### src/rtl/core/aec_pkg.sv
`default_nettype none
// ----------------------------------------------------------------------------
// aec_pkg
// shared types and constants for the alarm escalation controller
// ----------------------------------------------------------------------------
package aec_pkg;

    localparam int COUNT_WIDTH = 16;
    localparam int TIME_WIDTH  = 32;
    localparam int FREQ_WIDTH  = 10;
    localparam int CFG_WIDTH   = 32;
    localparam int CFG_IDX_W   = 3;
    localparam int MAX_CHIMES  = 5;
    localparam int CHIME_CNT_W = 3;
    localparam int Q_DEPTH     = 4;
    localparam int Q_PTR_W     = 2;

    localparam logic [FREQ_WIDTH-1:0] FREQ_MIN = 10'd200;
    localparam logic [FREQ_WIDTH-1:0] FREQ_MAX = 10'd1000;

    // configuration register indexes
    localparam logic [CFG_IDX_W-1:0] CFG_WARN_TO_SPEAK  = 3'd0;
    localparam logic [CFG_IDX_W-1:0] CFG_SPEAK_TO_ALARM = 3'd1;
    localparam logic [CFG_IDX_W-1:0] CFG_ALARM_TO_FULL  = 3'd2;
    localparam logic [CFG_IDX_W-1:0] CFG_GUARD_BLINK    = 3'd3;
    localparam logic [CFG_IDX_W-1:0] CFG_WARN_BLINK     = 3'd4;
    localparam logic [CFG_IDX_W-1:0] CFG_WARN_CHIME     = 3'd5;
    localparam logic [CFG_IDX_W-1:0] CFG_SWEEP_STEP     = 3'd6;
    localparam logic [CFG_IDX_W-1:0] CFG_SIREN_TOGGLE   = 3'd7;

    typedef enum logic [2:0] {
        LVL_OFF   = 3'd0,
        LVL_FULL  = 3'd1,
        LVL_SIREN = 3'd2,
        LVL_TONE  = 3'd3,
        LVL_WARN  = 3'd4,
        LVL_GUARD = 3'd5
    } level_t;

    typedef enum logic [2:0] {
        CH_NONE   = 3'd0,
        CH_SINGLE = 3'd1,
        CH_DOUBLE = 3'd2,
        CH_LONG   = 3'd3,
        CH_LONGER = 3'd4
    } chime_t;

    // configuration write bundle
    typedef struct packed {
        logic                 we;
        logic [CFG_IDX_W-1:0] index;
        logic [CFG_WIDTH-1:0] data;
    } cfg_wr_t;

    // one tick worth of results, as it travels through the queue
    typedef struct packed {
        logic [2:0]                     level;
        logic                           led;
        logic                           buzzer;
        logic                           spk_on;
        logic [FREQ_WIDTH-1:0]          freq;
        logic                           siren;
        chime_t [MAX_CHIMES-1:0]        kinds;
        logic [CHIME_CNT_W-1:0]         count;
    } tick_rec_t;

endpackage : aec_pkg
`default_nettype wire

### src/rtl/core/alarm_escalation_controller.sv
`default_nettype none
// ----------------------------------------------------------------------------
// alarm_escalation_controller
// alarm level controller: one tick in, one to five chime results out
// ----------------------------------------------------------------------------
// usage
//   input side is a queue: a tick transfers on a clock edge with push high
//   and full low. the tick engine runs the whole level step in that cycle and
//   writes one record into a four-entry record queue, so full only rises
//   when four ticks wait with results undelivered.
//   result side is a queue too: while empty is low the oldest result is on
//   the result ports, and it transfers on an edge with pop high. a tick
//   gives one result per chime (one result with chime_kind none when quiet),
//   last_result marks its final one.
//   the first result of a tick shows once its record is at the head of the
//   record queue. ticks go into the queue at one per cycle while full is low;
//   results leave at one per cycle while pop is high, 1..5 results per tick.
//   a stalled receiver only fills the record queue; the tick engine keeps
//   taking ticks until full.
//   reset (rst_n low, async) returns to the disarmed level, clears counters
//   and the queue, and loads the default timing registers.
//   configuration writes (cfg_we, cfg_index, cfg_data) apply to later ticks.
// ----------------------------------------------------------------------------
module alarm_escalation_controller
    import aec_pkg::*;
(
    input  wire logic                  clk,
    input  wire logic                  rst_n,
    // configuration write port
    input  wire logic                  cfg_we,
    input  wire logic [CFG_IDX_W-1:0]  cfg_index,
    input  wire logic [CFG_WIDTH-1:0]  cfg_data,
    // tick input
    input  wire logic                  push,
    output logic                       full,
    input  wire logic [TIME_WIDTH-1:0] now_ms,
    input  wire logic                  armed,
    input  wire logic                  gate_open,
    input  wire logic                  panic,
    input  wire logic                  reset_button,
    input  wire logic                  lockdown,
    // results
    output logic                       empty,
    input  wire logic                  pop,
    output logic [2:0]                 alarm_level,
    output logic                       led_on,
    output logic                       buzzer_steady,
    output logic                       speaker_on,
    output logic [FREQ_WIDTH-1:0]      speaker_freq,
    output logic                       siren_on,
    output logic [2:0]                 chime_kind,
    output logic                       last_result
);

    cfg_wr_t   cfg;
    tick_rec_t new_rec;
    tick_rec_t head_rec;
    logic      step_en;
    logic      q_valid;
    logic      q_deq;

    assign cfg.we    = cfg_we;
    assign cfg.index = cfg_index;
    assign cfg.data  = cfg_data;

    // a tick transfers whenever push is high and the record queue has room
    assign step_en = push && !full;

    aec_front u_front (
        .clk          (clk),
        .rst_n        (rst_n),
        .cfg          (cfg),
        .step_en      (step_en),
        .now_ms       (now_ms),
        .armed        (armed),
        .gate_open    (gate_open),
        .panic        (panic),
        .reset_button (reset_button),
        .lockdown     (lockdown),
        .rec          (new_rec)
    );

    aec_queue u_queue (
        .clk     (clk),
        .rst_n   (rst_n),
        .enq     (step_en),
        .enq_rec (new_rec),
        .full    (full),
        .deq     (q_deq),
        .valid   (q_valid),
        .head    (head_rec)
    );

    aec_back u_back (
        .clk           (clk),
        .rst_n         (rst_n),
        .rec_valid     (q_valid),
        .rec           (head_rec),
        .rec_done      (q_deq),
        .pop           (pop),
        .empty         (empty),
        .alarm_level   (alarm_level),
        .led_on        (led_on),
        .buzzer_steady (buzzer_steady),
        .speaker_on    (speaker_on),
        .speaker_freq  (speaker_freq),
        .siren_on      (siren_on),
        .chime_kind    (chime_kind),
        .last_result   (last_result)
    );

    // after a non-final result the rest of the same tick is still waiting
    a_tick_continues: assert property (@(posedge clk) disable iff (!rst_n)
        (!empty && pop && !last_result) |=>
            (!empty && alarm_level == $past(alarm_level)
             && speaker_freq == $past(speaker_freq)))
        else $error("tick results split or changed mid-tick");

    // only a tick's final result may carry no chime
    a_quiet_is_last: assert property (@(posedge clk) disable iff (!rst_n)
        (!empty && chime_kind == CH_NONE) |-> last_result)
        else $error("empty chime before end of tick");

    // a tick whose results are pending keeps the queue from reporting empty
    a_push_fills: assert property (@(posedge clk) disable iff (!rst_n)
        (push && !full) |=> !empty)
        else $error("accepted tick left no result");

endmodule : alarm_escalation_controller
`default_nettype wire

### src/rtl/core/aec_front.sv
`default_nettype none
// ----------------------------------------------------------------------------
// aec_front
// level state machine: runs one tick per transfer and builds its record
// ----------------------------------------------------------------------------
module aec_front
    import aec_pkg::*;
(
    input  wire logic                  clk,
    input  wire logic                  rst_n,
    input  wire cfg_wr_t               cfg,
    input  wire logic                  step_en,
    input  wire logic [TIME_WIDTH-1:0] now_ms,
    input  wire logic                  armed,
    input  wire logic                  gate_open,
    input  wire logic                  panic,
    input  wire logic                  reset_button,
    input  wire logic                  lockdown,
    output tick_rec_t                  rec
);

    typedef struct packed {
        chime_t [MAX_CHIMES-1:0] kinds;
        logic [CHIME_CNT_W-1:0]  count;
    } chime_list_t;

    typedef struct packed {
        logic [COUNT_WIDTH-1:0] cnt;
        logic                   fire;
    } cnt_step_t;

    function automatic chime_list_t add_chime(chime_list_t l, chime_t k);
        chime_list_t r;
        r = l;
        if (l.count < CHIME_CNT_W'(MAX_CHIMES))
        begin
            r.kinds[l.count] = k;
            r.count = l.count + 1'b1;
        end
        return r;
    endfunction

    function automatic cnt_step_t count_step(logic [COUNT_WIDTH-1:0] c,
                                             logic [COUNT_WIDTH-1:0] limit);
        cnt_step_t r;
        if (c >= limit)
        begin
            r.cnt  = '0;
            r.fire = 1'b1;
        end
        else
        begin
            r.cnt  = c + 1'b1;
            r.fire = 1'b0;
        end
        return r;
    endfunction

    // configuration
    logic [TIME_WIDTH-1:0]  warn_to_speak_reg, speak_to_alarm_reg, alarm_to_full_reg;
    logic [COUNT_WIDTH-1:0] guard_blink_reg, warn_blink_reg, warn_chime_reg;
    logic [COUNT_WIDTH-1:0] sweep_step_reg, siren_toggle_reg;

    // tick state
    level_t                 level_reg, level_next;
    logic [TIME_WIDTH-1:0]  entry_reg, entry_next;
    logic                   latch_reg, latch_next;
    logic [COUNT_WIDTH-1:0] blink_reg, blink_next;
    logic                   led_reg, led_next;
    logic [COUNT_WIDTH-1:0] chime_cnt_reg, chime_cnt_next;
    logic [COUNT_WIDTH-1:0] sweep_reg, sweep_next;
    logic [FREQ_WIDTH-1:0]  freq_reg, freq_next;
    logic                   tone_reg, tone_next;
    logic [COUNT_WIDTH-1:0] siren_cnt_reg, siren_cnt_next;
    logic                   siren_reg, siren_next;
    logic                   buzz_reg, buzz_next;

    always_ff @(posedge clk or negedge rst_n)
    begin
        if (!rst_n)
        begin
            warn_to_speak_reg  <= TIME_WIDTH'(8000);
            speak_to_alarm_reg <= TIME_WIDTH'(8000);
            alarm_to_full_reg  <= TIME_WIDTH'(10000);
            guard_blink_reg    <= COUNT_WIDTH'(50000);
            warn_blink_reg     <= COUNT_WIDTH'(10000);
            warn_chime_reg     <= COUNT_WIDTH'(20000);
            sweep_step_reg     <= COUNT_WIDTH'(10);
            siren_toggle_reg   <= COUNT_WIDTH'(50000);
        end
        else if (cfg.we)
        begin
            case (cfg.index)
                CFG_WARN_TO_SPEAK:  warn_to_speak_reg  <= cfg.data[TIME_WIDTH-1:0];
                CFG_SPEAK_TO_ALARM: speak_to_alarm_reg <= cfg.data[TIME_WIDTH-1:0];
                CFG_ALARM_TO_FULL:  alarm_to_full_reg  <= cfg.data[TIME_WIDTH-1:0];
                CFG_GUARD_BLINK:    guard_blink_reg    <= cfg.data[COUNT_WIDTH-1:0];
                CFG_WARN_BLINK:     warn_blink_reg     <= cfg.data[COUNT_WIDTH-1:0];
                CFG_WARN_CHIME:     warn_chime_reg     <= cfg.data[COUNT_WIDTH-1:0];
                CFG_SWEEP_STEP:     sweep_step_reg     <= cfg.data[COUNT_WIDTH-1:0];
                CFG_SIREN_TOGGLE:   siren_toggle_reg   <= cfg.data[COUNT_WIDTH-1:0];
                default: ;
            endcase
        end
    end

    always_comb
    begin
        logic [TIME_WIDTH-1:0] elapsed;
        chime_list_t           cl;
        cnt_step_t             cs;

        elapsed        = now_ms - entry_reg;
        cl             = '0;
        cs             = '0;
        level_next     = level_reg;
        entry_next     = entry_reg;
        latch_next     = latch_reg;
        blink_next     = blink_reg;
        led_next       = led_reg;
        chime_cnt_next = chime_cnt_reg;
        sweep_next     = sweep_reg;
        freq_next      = freq_reg;
        tone_next      = tone_reg;
        siren_cnt_next = siren_cnt_reg;
        siren_next     = siren_reg;
        buzz_next      = buzz_reg;

        // tone sweep runs in tone, siren and full levels
        if (level_reg == LVL_TONE || level_reg == LVL_SIREN || level_reg == LVL_FULL)
        begin
            cs = count_step(sweep_reg, sweep_step_reg);
            sweep_next = cs.cnt;
            if (cs.fire)
            begin
                freq_next = (freq_reg >= FREQ_MAX) ? FREQ_MIN : freq_reg + 1'b1;
                tone_next = 1'b1;
            end
        end

        case (level_reg)
            LVL_OFF:
            begin
                if (armed)
                begin
                    level_next = LVL_GUARD;
                    cl = add_chime(cl, CH_DOUBLE);
                end
            end
            LVL_GUARD:
            begin
                cs = count_step(blink_reg, guard_blink_reg);
                blink_next = cs.cnt;
                if (cs.fire)
                    led_next = !led_reg;
                if (armed)
                begin
                    if (gate_open)
                    begin
                        if (!latch_reg)
                        begin
                            if (lockdown)
                            begin
                                level_next = LVL_SIREN;
                                cl = add_chime(cl, CH_DOUBLE);
                                cl = add_chime(cl, CH_LONG);
                            end
                            else
                                level_next = LVL_WARN;
                            cl = add_chime(cl, CH_DOUBLE);
                        end
                    end
                    else
                        latch_next = 1'b0;
                end
                else
                begin
                    level_next = LVL_OFF;
                    cl = add_chime(cl, CH_SINGLE);
                end
                if (panic)
                begin
                    level_next = LVL_SIREN;
                    cl = add_chime(cl, CH_DOUBLE);
                    cl = add_chime(cl, CH_LONG);
                end
            end
            LVL_WARN, LVL_TONE:
            begin
                if (level_reg == LVL_WARN)
                begin
                    cs = count_step(blink_reg, warn_blink_reg);
                    blink_next = cs.cnt;
                    if (cs.fire)
                        led_next = !led_reg;
                    cs = count_step(chime_cnt_reg, warn_chime_reg);
                    chime_cnt_next = cs.cnt;
                    if (cs.fire)
                        cl = add_chime(cl, CH_SINGLE);
                end
                if (armed)
                begin
                    if (gate_open)
                    begin
                        if (level_reg == LVL_WARN && elapsed >= warn_to_speak_reg)
                        begin
                            level_next = LVL_TONE;
                            cl = add_chime(cl, CH_DOUBLE);
                        end
                        else if (level_reg == LVL_TONE && elapsed >= speak_to_alarm_reg)
                        begin
                            level_next = LVL_SIREN;
                            cl = add_chime(cl, CH_DOUBLE);
                            cl = add_chime(cl, CH_LONG);
                        end
                    end
                    else
                    begin
                        level_next = LVL_GUARD;
                        cl = add_chime(cl, CH_SINGLE);
                    end
                end
                else
                begin
                    level_next = LVL_OFF;
                    cl = add_chime(cl, CH_SINGLE);
                end
                if (panic)
                begin
                    level_next = LVL_SIREN;
                    cl = add_chime(cl, CH_DOUBLE);
                    cl = add_chime(cl, CH_LONG);
                end
                if (reset_button)
                begin
                    latch_next = 1'b1;
                    level_next = LVL_GUARD;
                    cl = add_chime(cl, CH_SINGLE);
                end
            end
            LVL_SIREN, LVL_FULL:
            begin
                buzz_next = 1'b1;
                cs = count_step(siren_cnt_reg, siren_toggle_reg);
                siren_cnt_next = cs.cnt;
                if (cs.fire)
                    siren_next = !siren_reg;
                if (armed)
                begin
                    if (level_reg == LVL_SIREN && elapsed >= alarm_to_full_reg)
                    begin
                        level_next = LVL_FULL;
                        cl = add_chime(cl, CH_DOUBLE);
                        cl = add_chime(cl, CH_LONGER);
                    end
                end
                else
                begin
                    level_next = LVL_OFF;
                    cl = add_chime(cl, CH_SINGLE);
                end
                if (reset_button)
                begin
                    latch_next = 1'b1;
                    level_next = LVL_GUARD;
                    cl = add_chime(cl, CH_SINGLE);
                end
            end
            default: ;
        endcase

        // any chime silences the buzzer
        if (cl.count != '0)
            buzz_next = 1'b0;

        if (level_next != level_reg)
        begin
            entry_next = now_ms;
            led_next   = 1'b0;
            buzz_next  = 1'b0;
            tone_next  = 1'b0;
            freq_next  = FREQ_MIN;
        end

        rec.level  = level_next;
        rec.led    = led_next;
        rec.buzzer = buzz_next;
        rec.spk_on = tone_next;
        rec.freq   = freq_next;
        rec.siren  = siren_next;
        rec.kinds  = cl.kinds;
        // a quiet tick still yields one result with no chime
        rec.count  = (cl.count == '0) ? CHIME_CNT_W'(1) : cl.count;
    end

    always_ff @(posedge clk or negedge rst_n)
    begin
        if (!rst_n)
        begin
            level_reg     <= LVL_OFF;
            entry_reg     <= '0;
            latch_reg     <= 1'b0;
            blink_reg     <= '0;
            led_reg       <= 1'b0;
            chime_cnt_reg <= '0;
            sweep_reg     <= '0;
            freq_reg      <= FREQ_MIN;
            tone_reg      <= 1'b0;
            siren_cnt_reg <= '0;
            siren_reg     <= 1'b0;
            buzz_reg      <= 1'b0;
        end
        else if (step_en)
        begin
            level_reg     <= level_next;
            entry_reg     <= entry_next;
            latch_reg     <= latch_next;
            blink_reg     <= blink_next;
            led_reg       <= led_next;
            chime_cnt_reg <= chime_cnt_next;
            sweep_reg     <= sweep_next;
            freq_reg      <= freq_next;
            tone_reg      <= tone_next;
            siren_cnt_reg <= siren_cnt_next;
            siren_reg     <= siren_next;
            buzz_reg      <= buzz_next;
        end
    end

endmodule : aec_front
`default_nettype wire

### src/rtl/core/aec_queue.sv
`default_nettype none
// ----------------------------------------------------------------------------
// aec_queue
// short record queue between the tick engine and the result sequencer
// ----------------------------------------------------------------------------
module aec_queue
    import aec_pkg::*;
(
    input  wire logic      clk,
    input  wire logic      rst_n,
    input  wire logic      enq,
    input  wire tick_rec_t enq_rec,
    output logic           full,
    input  wire logic      deq,
    output logic           valid,
    output tick_rec_t      head
);

    tick_rec_t            mem [Q_DEPTH];
    logic [Q_PTR_W-1:0]   wr_ptr_reg, rd_ptr_reg;
    logic [Q_PTR_W:0]     fill_reg, fill_next;

    always_ff @(posedge clk)
    begin
        if (enq)
            mem[wr_ptr_reg] <= enq_rec;
    end

    always_comb
    begin
        fill_next = fill_reg;
        if (enq && !deq)
            fill_next = fill_reg + 1'b1;
        else if (!enq && deq)
            fill_next = fill_reg - 1'b1;
    end

    always_ff @(posedge clk or negedge rst_n)
    begin
        if (!rst_n)
        begin
            wr_ptr_reg <= '0;
            rd_ptr_reg <= '0;
            fill_reg   <= '0;
        end
        else
        begin
            if (enq)
                wr_ptr_reg <= wr_ptr_reg + 1'b1;
            if (deq)
                rd_ptr_reg <= rd_ptr_reg + 1'b1;
            fill_reg <= fill_next;
        end
    end

    assign full  = (fill_reg == (Q_PTR_W+1)'(Q_DEPTH));
    assign valid = (fill_reg != '0);
    assign head  = mem[rd_ptr_reg];

endmodule : aec_queue
`default_nettype wire

### src/rtl/core/aec_back.sv
`default_nettype none
// ----------------------------------------------------------------------------
// aec_back
// result sequencer: walks the chimes of the head record, one per transfer
// ----------------------------------------------------------------------------
module aec_back
    import aec_pkg::*;
(
    input  wire logic      clk,
    input  wire logic      rst_n,
    input  wire logic      rec_valid,
    input  wire tick_rec_t rec,
    output logic           rec_done,
    input  wire logic      pop,
    output logic           empty,
    output logic [2:0]     alarm_level,
    output logic           led_on,
    output logic           buzzer_steady,
    output logic           speaker_on,
    output logic [FREQ_WIDTH-1:0] speaker_freq,
    output logic           siren_on,
    output logic [2:0]     chime_kind,
    output logic           last_result
);

    logic [CHIME_CNT_W-1:0] idx_reg;
    logic                   xfer;

    assign empty         = !rec_valid;
    assign xfer          = pop && rec_valid;
    assign last_result   = (idx_reg == rec.count - 1'b1);
    assign rec_done      = xfer && last_result;

    assign alarm_level   = rec.level;
    assign led_on        = rec.led;
    assign buzzer_steady = rec.buzzer;
    assign speaker_on    = rec.spk_on;
    assign speaker_freq  = rec.freq;
    assign siren_on      = rec.siren;
    assign chime_kind    = (idx_reg < CHIME_CNT_W'(MAX_CHIMES)) ? rec.kinds[idx_reg] : CH_NONE;

    always_ff @(posedge clk or negedge rst_n)
    begin
        if (!rst_n)
            idx_reg <= '0;
        else if (xfer)
            idx_reg <= last_result ? '0 : idx_reg + 1'b1;
    end

    // index stays inside the head record
    a_idx_in_range: assert property (@(posedge clk) disable iff (!rst_n)
        rec_valid |-> idx_reg < rec.count)
        else $error("result index past record end");

    // index is back at zero whenever no record waits
    a_idx_idle: assert property (@(posedge clk) disable iff (!rst_n)
        !rec_valid |-> idx_reg == '0)
        else $error("result index not cleared while empty");

    // a record always holds at least one result
    a_count_nonzero: assert property (@(posedge clk) disable iff (!rst_n)
        rec_valid |-> (rec.count != '0 && rec.count <= CHIME_CNT_W'(MAX_CHIMES)))
        else $error("bad result count in record");

endmodule : aec_back
`default_nettype wire

### config.mk
export PLATFORM = sky130hd
export DESIGN_NAME = alarm_escalation_controller
export DESIGN_NICKNAME = d
export VERILOG_FILES = /design/src/rtl/core/aec_pkg.sv /design/src/rtl/core/alarm_escalation_controller.sv /design/src/rtl/core/aec_front.sv /design/src/rtl/core/aec_queue.sv /design/src/rtl/core/aec_back.sv
export SDC_FILE = /design/constraint.sdc
export NUM_CORES = 1
export LEC_CHECK = 0
export BUFFER_PORTS_ARGS = -buffer_cell sky130_fd_sc_hd__buf_4
export CORE_UTILIZATION = 49
export CTS_BUF_LIST = sky130_fd_sc_hd__clkbuf_4 sky130_fd_sc_hd__clkbuf_8
export CTS_CLUSTER_DIAMETER = 150
export DETAILED_ROUTE_END_ITERATION = 16
export MAX_ROUTING_LAYER = met4
export PLACE_DENSITY = 0.72
export RECOVER_POWER = 25
export REMOVE_ABC_BUFFERS = 1
export SETUP_SLACK_MARGIN = 0.5
export SLEW_MARGIN = 20
export SYNTH_ARGS = -nofsm -noshare
export SYNTH_HDL_FRONTEND = slang
export SYNTH_HIERARCHICAL = 1
export SYNTH_SLANG_ARGS = --single-unit
### constraint.sdc
create_clock -name clk -period 9.25 [get_ports clk]
set_input_delay 1.85 -clock clk [delete_from_list [all_inputs] [get_ports clk]]
set_output_delay 1.85 -clock clk [all_outputs]
set_load 0.005 [all_outputs]
==> impl_metrics.toml, run 1 <==
[critical_path]
slowest_delay_ns = 0.43
end_kind = "register"
crit_buf_inv = 5
r2r_slack_ns = 2.11
path_delay_family = "compound AO/OA/AOI/OAI gates"
path_max_fanout = 5
cp.required_ns = 9.71
path_common_cell = "ha_1"
worstSetupStartpointType = "primary input"
cpMaxStageDelayCell = "fa_1"
crit_type = "in2reg"
crit_arrival_ns = 8.57

[run_status]
violations = "max-capacitance violations, max-slew violations"
status = "complete, but fails checks"

[clock_tree]
clk_path_buf_depth = 3
path_clk_slew_ns = 0.06
cts-root-buf = "clkbuf_8"
cts_tree = "done"
insertion_delay_ns = 0.66
h-tree-depth = 3
cts_buffers = 78
clkSinkCount = 440

[hold_path]
hold_class = "reg2reg"

[floorplan]
die_w_um = 228
num_io_pins = 100
core_mm2 = 0.0502
initial_core_util = 0.498
die_h_um = 228
rows = 82
dieArea_mm2 = 0.0519

[routing]
routedWlPerCell_um = 18.0
via_per_inst = 5.57
drc = 0
antenna_left = 0
drt_first_pass_iters = 5
drt-total-wl_um = 58000
vias = 18000
first_iter_violations = 1250

[sta]
rsz0062_at_grt = "no"
slew_violations = 361
worst_pin_slew_ns = 5.89
postLayoutSetupSlackWorst_ns = 1.14
fin_hold_ws_ns = 0.486
fmax_ghz = 0.123
fin_crit_sh = 0.876
relSlewSlack = -2.93
setup_viol = 0
finalHoldViolations = 0
fin_crit_ns = 8.11
tns_ns = 0
fin_skew_ns = 0.0373

[global_route]
grt_max_degree = 105
grt_pass1_vias = 18200
antenna_found_initial = 0
grt_use_total = 0.232
grt_pass1_wl_um = 94100
grt_overflow = 0

[place]
place_ws_ns = 0.0675
dpl.hpwl_um = 40000
port_buffers = 99
place.gp.congestion = 0.881

[logic_synthesis]
ys_warn_count = 6
ys_ff_latch = 440
synth_edf_count = 140
synthCells = 2376
synthTopCellsByArea = "dfrtp_1, edfxtp_1, ha_1"
yosysSeqAreaShare = 0.471
synth_ff_type = "dfrtp_1"
synth.distinct_cells = 84
async_reset_ff_frac = 0.682
synth.avg_cell_area_um2 = 10.5
syn_area_mm2 = 0.0250
synth_top_cell_by_area = "dfrtp_1"
synth_top_area_frac = 0.256

[layout]
num-nets-final = 2803
drive_gt1_frac = 0.171
area_delta_synth_final_pct = 11.8
multi_input_area_mm2 = 0.0118
final_core_util = 0.556
num-fill-cells = 4229
regArea_mm2 = 0.0118
largest_reg_flops = 140
n_antenna_cell = 0
largest_register = "u_queue/mem"

[job]
max_cap_violations = 5

[pwr]
cellPowerDensity_mw_per_mm2 = 310
p_leak_nw = 12.4
power.ir.vdd_worst_mv = 0.197
==> worst register-to-register path: cells and delay by family (launching register included) <==
| kind | cells | cell delay (ns) |
|---|---|---|
| simple gates | 8 | 1.61 |
| buf+inv | 3 | 0.35 |
| compound gates | 15 | 3.30 |
| fa+ha+maj | 5 | 1.30 |
| flops | 1 | 0.39 |
==> synthesized netlist by cell type, drive strengths merged (7+ instances only) <==
library cell / number
nand4: 25
a31oi: 15
nand3: 88
o31ai: 10
mux4: 38
o21bai: 9
nor4: 9
buf: 39
xor2: 46
a21o: 46
clkbuf: 62
and3: 25
nand2b: 17
dfstp: 44
a21oi: 96
nor2b: 16
o21a: 14
o21ai: 223
dfrtp: 256
ha: 237
mux2: 74
inv: 248
or3: 8
and2: 13
o311ai: 7
and4: 11
xnor2: 50
a211oi: 14
nand2: 210
nor3: 33
nor3b: 8
a22o: 7
o211ai: 11
edfxtp: 140
nor2: 146
==> worst paths after layout <==
path                                    endpoint            startpoint  cells after the start
setup reg to reg               u_queue/mem[0][0]  u_front/entry_reg[0]                     31
min in group asynchronous  u_queue/rd_ptr_reg[0]                 rst_n                      1
setup / recovery               u_queue/mem[0][0]             now_ms[0]                     34
hold / removal                 u_front/siren_reg     u_front/siren_reg                      1
hold reg to reg                u_front/siren_reg     u_front/siren_reg                      1
max in group asynchronous  u_queue/rd_ptr_reg[0]                 rst_n                      1
==> per-stage QoR <==
stage	area [um2]	total power [mW]	instances
final	27900	8.64	3225
after global routing	27900	9.29	3225
after CTS	28000	8.68	3225
after detailed placement	26300	6.73	3079
after global placement	26300	6.56	3079
after floorplan	24400	5.50	2278
==> cells in the final DEF (no fill, tap or decap), drive strengths merged, types with 13 or more instances in the layout <==
master  instances
nor3           33
clkinv         14
edfxtp        140
nand2b         17
ha            237
inv           249
nor2b          16
nor2          146
xor2           46
a211oi         14
and3           25
mux2           74
a21oi          96
nand3          88
a31oi          15
buf           119
nand2         210
o21a           14
dfstp          44
a21o           46
o21ai         223
clkbuf        137
mux4           38
dfrtp         256
xnor2          50
nand4          25
and2           13
==> what timing repair did <==
action                                  4_1_cts  5_1_grt
resized for setup                             0        8
hold buffers                                  0        0
endpoints found under the setup margin        0       76
buffers inserted                              0        0
==> where the power goes <==
part / internal, mW / switching [mW]
combinational: 1.65 / 2.31
sequential: 2.55 / 0.249
clock: 1.07 / 0.818
total: 5.27 / 3.37
==> cells by family (layout without fill, tap and decap cells) <==
| kind of cell | after synthesis | in the layout | synth area share |
|---|---|---|---|
| multiplexers | 117 | 117 | 0.0711 |
| AND/OR/NAND/NOR | 625 | 625 | 0.119 |
| adder cells (fa/ha/maj) | 239 | 239 | 0.120 |
| AO/OA/AOI/OAI | 508 | 508 | 0.125 |
| flip-flops | 440 | 440 | 0.471 |
| buffers and inverters | 349 | 523 | 0.0589 |
| XOR/XNOR | 97 | 97 | 0.0350 |
| other | 1 | 4 | 0.000150 |
==> layout make-up <==
type / count / area share
tap: 672 / 0.0301
multi-input combinational: 1590 / 0.422
inverter: 248 / 0.0333
timing repair buffer: 129 / 0.0335
clock buffer: 127 / 0.0559
clock inverter: 19 / 0.00381
sequential: 440 / 0.422
==> per-layer routing <==
| metal | up-vias | wire, um | global-route usage | share of wire |
|---|---|---|---|---|
| li1 | 8617 | - | - | - |
| met1 | 8855 | 25700 | 0.291 | 0.44 |
| met5 | - | 0 | - | 0 |
| met3 | 101 | 2460 | 0.0386 | 0.042 |
| met2 | 397 | 28500 | 0.381 | 0.49 |
| met4 | 0 | 1350 | 0.0731 | 0.023 |
(Power assumes the default switching activity.)
==> run 2: changes to the inputs <==
--- a/config.mk
+++ b/config.mk
@@ -5,6 +5,7 @@
 export SDC_FILE = /design/constraint.sdc
 export NUM_CORES = 1
 export LEC_CHECK = 0
+export ABC_AREA = 1
 export BUFFER_PORTS_ARGS = -buffer_cell sky130_fd_sc_hd__buf_4
 export CORE_UTILIZATION = 49
 export CTS_BUF_LIST = sky130_fd_sc_hd__clkbuf_4 sky130_fd_sc_hd__clkbuf_8
==> impl_metrics.toml, run 2 <==
[critical_path]
cp.required_ns = 9.72
cpMaxStageDelayCell = "ha_1"
crit_arrival_ns = 7.84
end_kind = "register"
worstSetupStartpointType = "primary input"
slowest_delay_ns = 0.40
crit_type = "in2reg"
path_max_fanout = 6

[pwr]
p_sw_frac = 0.423
power.ir.vdd_worst_mv = 0.165
clkPwrFrac = 0.210
power.switching_mw = 3.81
p_int_mw = 5.20
seqPwrFrac = 0.318
cellPowerDensity_mw_per_mm2 = 315
p_comb_frac = 0.472
p_leak_nw = 14.1
finalPower_mw = 9.01

[sta]
tns_ns = 0
fin_hold_ws_ns = 0.472
fin_skew_ns = 0.0398
slew_violations = 277
setup_viol = 0
rsz0062_at_grt = "no"
fmax_ghz = 0.136
worst_pin_slew_ns = 4.79
relSlewSlack = -2.19
fin_crit_sh = 0.796
finalHoldViolations = 0
fin_crit_ns = 7.37

[logic_synthesis]
async_reset_ff_frac = 0.682
ys_warn_count = 6
synth.avg_cell_area_um2 = 8.44
ys_ff_latch = 440
synthTopCellsByArea = "dfrtp_1, edfxtp_1, ha_1"
synth_ff_type = "dfrtp_1"
synth_top_area_frac = 0.248
synth.distinct_cells = 59
post-synth-top-count-cell = "nand2_1"
syn_area_mm2 = 0.0258
synth_common_cells = "nand2_1, inv_1, dfrtp_1, o21ai_0, ha_1"
yosysSeqAreaShare = 0.456
synthCells = 3058
synth_edf_count = 140
synth_top_cell_by_area = "dfrtp_1"

[layout]
largest_register = "u_queue/mem"
largest_reg_flops = 140
final_core_util = 0.553
final_common_cell = "nand2_1"
num-fill-cells = 4663
area_delta_synth_final_pct = 10.7
fin_cells = 3892
num-nets-final = 3463
multi_input_area_mm2 = 0.0116
mostFrequentLayoutCells = "nand2_1, inv_1, dfrtp_1"
regArea_mm2 = 0.0118
drive_gt1_frac = 0.108

[global_route]
grt_use_total = 0.240
antenna_found_initial = 2
grt_max_degree = 155
grt_pass1_vias = 20400
grt_overflow = 0
grt_pass1_wl_um = 100000

[place]
dpl.hpwl_um = 43600
dp.cells = 3748
port_buffers = 99
place.gp.congestion = 0.930

[run_status]
status = "complete, but fails checks"
violations = "max-capacitance violations, max-slew violations"

[clock_tree]
clkSinkCount = 440
cts_resized = 0
path_clk_slew_ns = 0.06
cts-root-buf = "clkbuf_8"
clk_path_buf_depth = 3
insertion_delay_ns = 0.65
cts_hold_buf = 0
cts_setup_buffers = 0
h-tree-depth = 3
cts_tree = "done"
cts_buffers = 77

[routing]
drt_first_pass_iters = 5
vias = 20400
antenna_left = 0
drc = 0
first_iter_violations = 1341
routedWlPerCell_um = 15.7
drt-total-wl_um = 61100
via_per_inst = 5.23

[floorplan]
core_mm2 = 0.0517
dieArea_mm2 = 0.0536
initial_core_util = 0.499
die_w_um = 232
rows = 83
num_io_pins = 100
die_h_um = 232

[hold_path]
hold_class = "reg2reg"

[job]
max_cap_violations = 4
run 2: cell count changes in the layout (fill, tap and decap cells not counted), sizes merged, moves of 35 or more:
cell / before / now
nand3: 88 / 128
mux2: 74 / 0
mux4: 38 / 0
o211ai: 11 / 75
inv: 249 / 507
xnor2: 50 / 15
nand2: 210 / 766
a21oi: 96 / 142
a21o: 46 / 6
run 2: path summary, 6_finish.rpt:
kind | start | to | slack, ns | depth (start not counted)
worst max-delay path | now_ms[0] | u_queue/mem[2][0] | 1.88 | 39
worst min-delay path | u_front/entry_reg[11] | u_front/entry_reg[11] | 0.47 | 2
worst max register to register | u_front/entry_reg[0] | u_queue/mem[2][0] | 2.92 | 37
worst min register to register | u_front/entry_reg[11] | u_front/entry_reg[11] | 0.47 | 2
max in group asynchronous | rst_n | u_front/blink_reg[9] | 2.84 | 2
min in group asynchronous | rst_n | u_front/freq_reg[4] | 2.92 | 1
run 2: cells by family (layout without fill, tap and decap cells):
logic type | count (synthesis) | after routing | share of synthesized area
AND/OR/NAND/NOR | 1186 | 1186 | 0.196
XOR/XNOR | 57 | 57 | 0.0193
adder cells (fa/ha/maj) | 239 | 239 | 0.116
flip-flops | 440 | 440 | 0.456
other | 1 | 6 | 0.000145
AO/OA/AOI/OAI | 523 | 523 | 0.114
buffers and inverters | 612 | 761 | 0.0977
run 2: layer usage:
| layer | wire, um | up-vias | GRT usage |
|---|---|---|---|
| li1 | - | 10100 | - |
| met3 | 2910 | 122 | 0.0397 |
| met1 | 26500 | 9629 | 0.288 |
| met5 | 0 | - | - |
| met4 | 1900 | 0 | 0.0971 |
| met2 | 29700 | 471 | 0.402 |
run 2: metrics by stage:
| stage | setup slack, ns | area, um2 |
|---|---|---|
| 3_3_place_gp | 1.51 | 26900 |
| 6_report | 1.88 | 28600 |
| 4_1_cts | 1.97 | 28600 |
| 2_1_floorplan | 2.53 | 25200 |
| 3_5_place_dp | 1.33 | 26900 |
| 5_1_grt | 1.31 | 28600 |
run 2: power groups by stage:
stage / combinational (mW) / clock [mW] / sequential [mW]
after floorplan: 2.96 / 0 / 2.86
after CTS: 4.26 / 1.95 / 2.86
after global routing: 4.89 / 2.03 / 2.92
after global placement: 4.06 / 0 / 2.87
final: 4.25 / 1.90 / 2.86
after detailed placement: 4.23 / 0 / 2.89
run 2: critical path, delay by kind of cell:
family / cells / cell delay [ns]
AND/OR/NAND/NOR: 22 / 2.59
adder cells (fa/ha/maj): 5 / 1.42
XOR/XNOR: 1 / 0.20
buffers and inverters: 6 / 0.59
AO/OA/AOI/OAI: 5 / 1.18
run 2: layout make-up:
type / instances / share of cell area
Inverter: 506 / 0.0666
Timing Repair Buffer: 113 / 0.0294
Antenna cell: 2 / 0.000175
Multi-Input combinational cell: 2009 / 0.405
Tap cell: 680 / 0.0298
Sequential cell: 440 / 0.412
Clock inverter: 20 / 0.00652
Clock buffer: 122 / 0.0511
==> run 3: changes to the inputs <==
--- a/config.mk
+++ b/config.mk
@@ -12,7 +12,7 @@
 export CTS_CLUSTER_DIAMETER = 150
 export DETAILED_ROUTE_END_ITERATION = 16
 export MAX_ROUTING_LAYER = met4
-export PLACE_DENSITY = 0.72
+export PLACE_DENSITY = 0.74
 export RECOVER_POWER = 25
 export REMOVE_ABC_BUFFERS = 1
 export SETUP_SLACK_MARGIN = 0.5
==> constraint.sdc (replaced) <==
create_clock -name clk -period 6.3 [get_ports clk]
set_input_delay 1.26 -clock clk [delete_from_list [all_inputs] [get_ports clk]]
set_output_delay 1.26 -clock clk [all_outputs]
set_load 0.005 [all_outputs]
==> impl_metrics.toml, run 3 (same netlist as run 2, synthesis figures left out) <==
[run_status]
status = "complete, but fails checks"
violations = "max-capacitance violations, max-slew violations"

[critical_path]
worstSetupStartpointType = "primary input"
path_common_cell = "nand2_2"
slowest_delay_ns = 0.39
cp.required_ns = 6.87
path_max_fanout = 4
end_kind = "register"
cpMaxStageDelayCell = "fa_2"
crit_type = "in2reg"
crit_arrival_ns = 6.22

[layout]
mostFrequentLayoutCells = "nand2_1, inv_1, dfrtp_1"
final_common_cell = "nand2_1"
area_delta_synth_final_pct = 15.6
final_core_util = 0.577
num-fill-cells = 4536
drive_gt1_frac = 0.164
largest_register = "u_queue/mem"
num-nets-final = 3569
largest_reg_flops = 140

[place]
place.gp.congestion = 0.917
port_buffers = 99
dpl.hpwl_um = 40600
place_ws_ns = -0.403

[sta]
rsz0062_at_grt = "yes"
setup_viol = 0
slew_violations = 363
postLayoutSetupSlackWorst_ns = 0.651
fmax_ghz = 0.177
fin_skew_ns = 0.0471
tns_ns = 0
fin_crit_ns = 5.65
worst_pin_slew_ns = 3.03
relSlewSlack = -1.02
finalHoldViolations = 0
fin_crit_sh = 0.897

[global_route]
grt_max_degree = 176
grt_pass1_wl_um = 96300
grt_overflow = 0
antenna_found_initial = 3
grt_pass1_vias = 19600
grt_use_total = 0.231

[pwr]
cellPowerDensity_mw_per_mm2 = 468
p_leak_nw = 14.7
power.ir.vdd_worst_mv = 0.291

[routing]
via_per_inst = 5.11
drt-total-wl_um = 59000
routedWlPerCell_um = 14.7
first_iter_violations = 1302
drc = 0
antenna_left = 0
drt_first_pass_iters = 6
vias = 20400

[floorplan]
rows = 83
core_mm2 = 0.0517
die_w_um = 232
die_h_um = 232
num_io_pins = 100
dieArea_mm2 = 0.0536
initial_core_util = 0.499

[clock_tree]
cts_buffers = 76
clkSinkCount = 440
clk_path_buf_depth = 3
h-tree-depth = 3
insertion_delay_ns = 0.68
cts_tree = "done"
path_clk_slew_ns = 0.06
cts-root-buf = "clkbuf_8"

[hold_path]
hold_class = "reg2reg"

[job]
max_cap_violations = 6
## run 3: cell types whose count changed in the layout (fill, tap and decap cells not counted), moves of 9 or more
cell and delta:
nand3_2 +12, nand3_1 -12, nand2_1 -20, a21oi_1 -13, ha_1 -9, a21oi_2 +13, buf_4 +101, nand2_2 +18
clkinv_2 +12, inv_1 -9, clkbuf_4 -18
## run 3: layout make-up
cell class                      instances  area (um2)  share of cell area
Timing Repair Buffer                  220        1680              0.0564
Tap cell                              680         851              0.0285
Inverter                              506        1910              0.0640
Antenna cell                            1        2.50           0.0000839
Multi-Input combinational cell       2009       12000               0.401
Clock buffer                          114        1450              0.0486
Sequential cell                       440       11800               0.395
Clock inverter                         28         209             0.00701
## run 3: where the power goes
part	internal (mW)	switching, mW
registers	3.77	0.472
clock network	1.54	1.23
logic	2.86	4.10
total	8.17	5.80
## run 3: final timing paths
check                                       from                              to  slack (ns)  depth (start not counted)
min reg2reg                u_front/entry_reg[12]           u_front/entry_reg[12]        0.47                          2
max in group asynchronous                  rst_n             u_front/freq_reg[4]        1.33                          3
max reg2reg                 u_front/entry_reg[0]                u_front/buzz_reg        0.96                         36
max                                    now_ms[0]                u_front/buzz_reg        0.65                         38
min in group asynchronous                  rst_n  u_front/speak_to_alarm_reg[14]        1.48                          1
min                        u_front/entry_reg[12]           u_front/entry_reg[12]        0.47                          2
## run 3: metrics by stage
step | power [mW] | std cells | instance area [um2] | hold slack (ns)
floorplan | 8.54 | 2955 | 25200 | 0.442
global placement | 10.7 | 3842 | 27700 | 0.453
detailed placement | 10.9 | 3842 | 27700 | 0.458
CTS | 13.7 | 3984 | 29400 | 0.463
global route | 15.3 | 3998 | 29800 | 0.495
finish | 14.0 | 3998 | 29800 | 0.467
## run 3: worst max-delay path: cells and delay by family
family	cells	cell delay, ns
AND/OR/NAND/NOR	19	1.82
buffers and inverters	9	0.84
adder cells (fa/ha/maj)	4	1.06
AO/OA/AOI/OAI	5	1.06
XOR/XNOR	1	0.17
## run 3: layer usage
layer	global-route usage	vias to the layer above	wire, um
met5	-	-	0
met4	0.0853	0	1680
met3	0.0364	117	2870
met2	0.368	471	27700
met1	0.297	9488	26700
li1	-	10400	-
## run 3: what timing repair did
action	4_1_cts	5_1_grt
gates resized for setup	9	97
buffers inserted	0	12
endpoints found under the hold margin	0	0
endpoints found under the setup margin	57	149
pin swaps	3	58
hold buffers	0	0
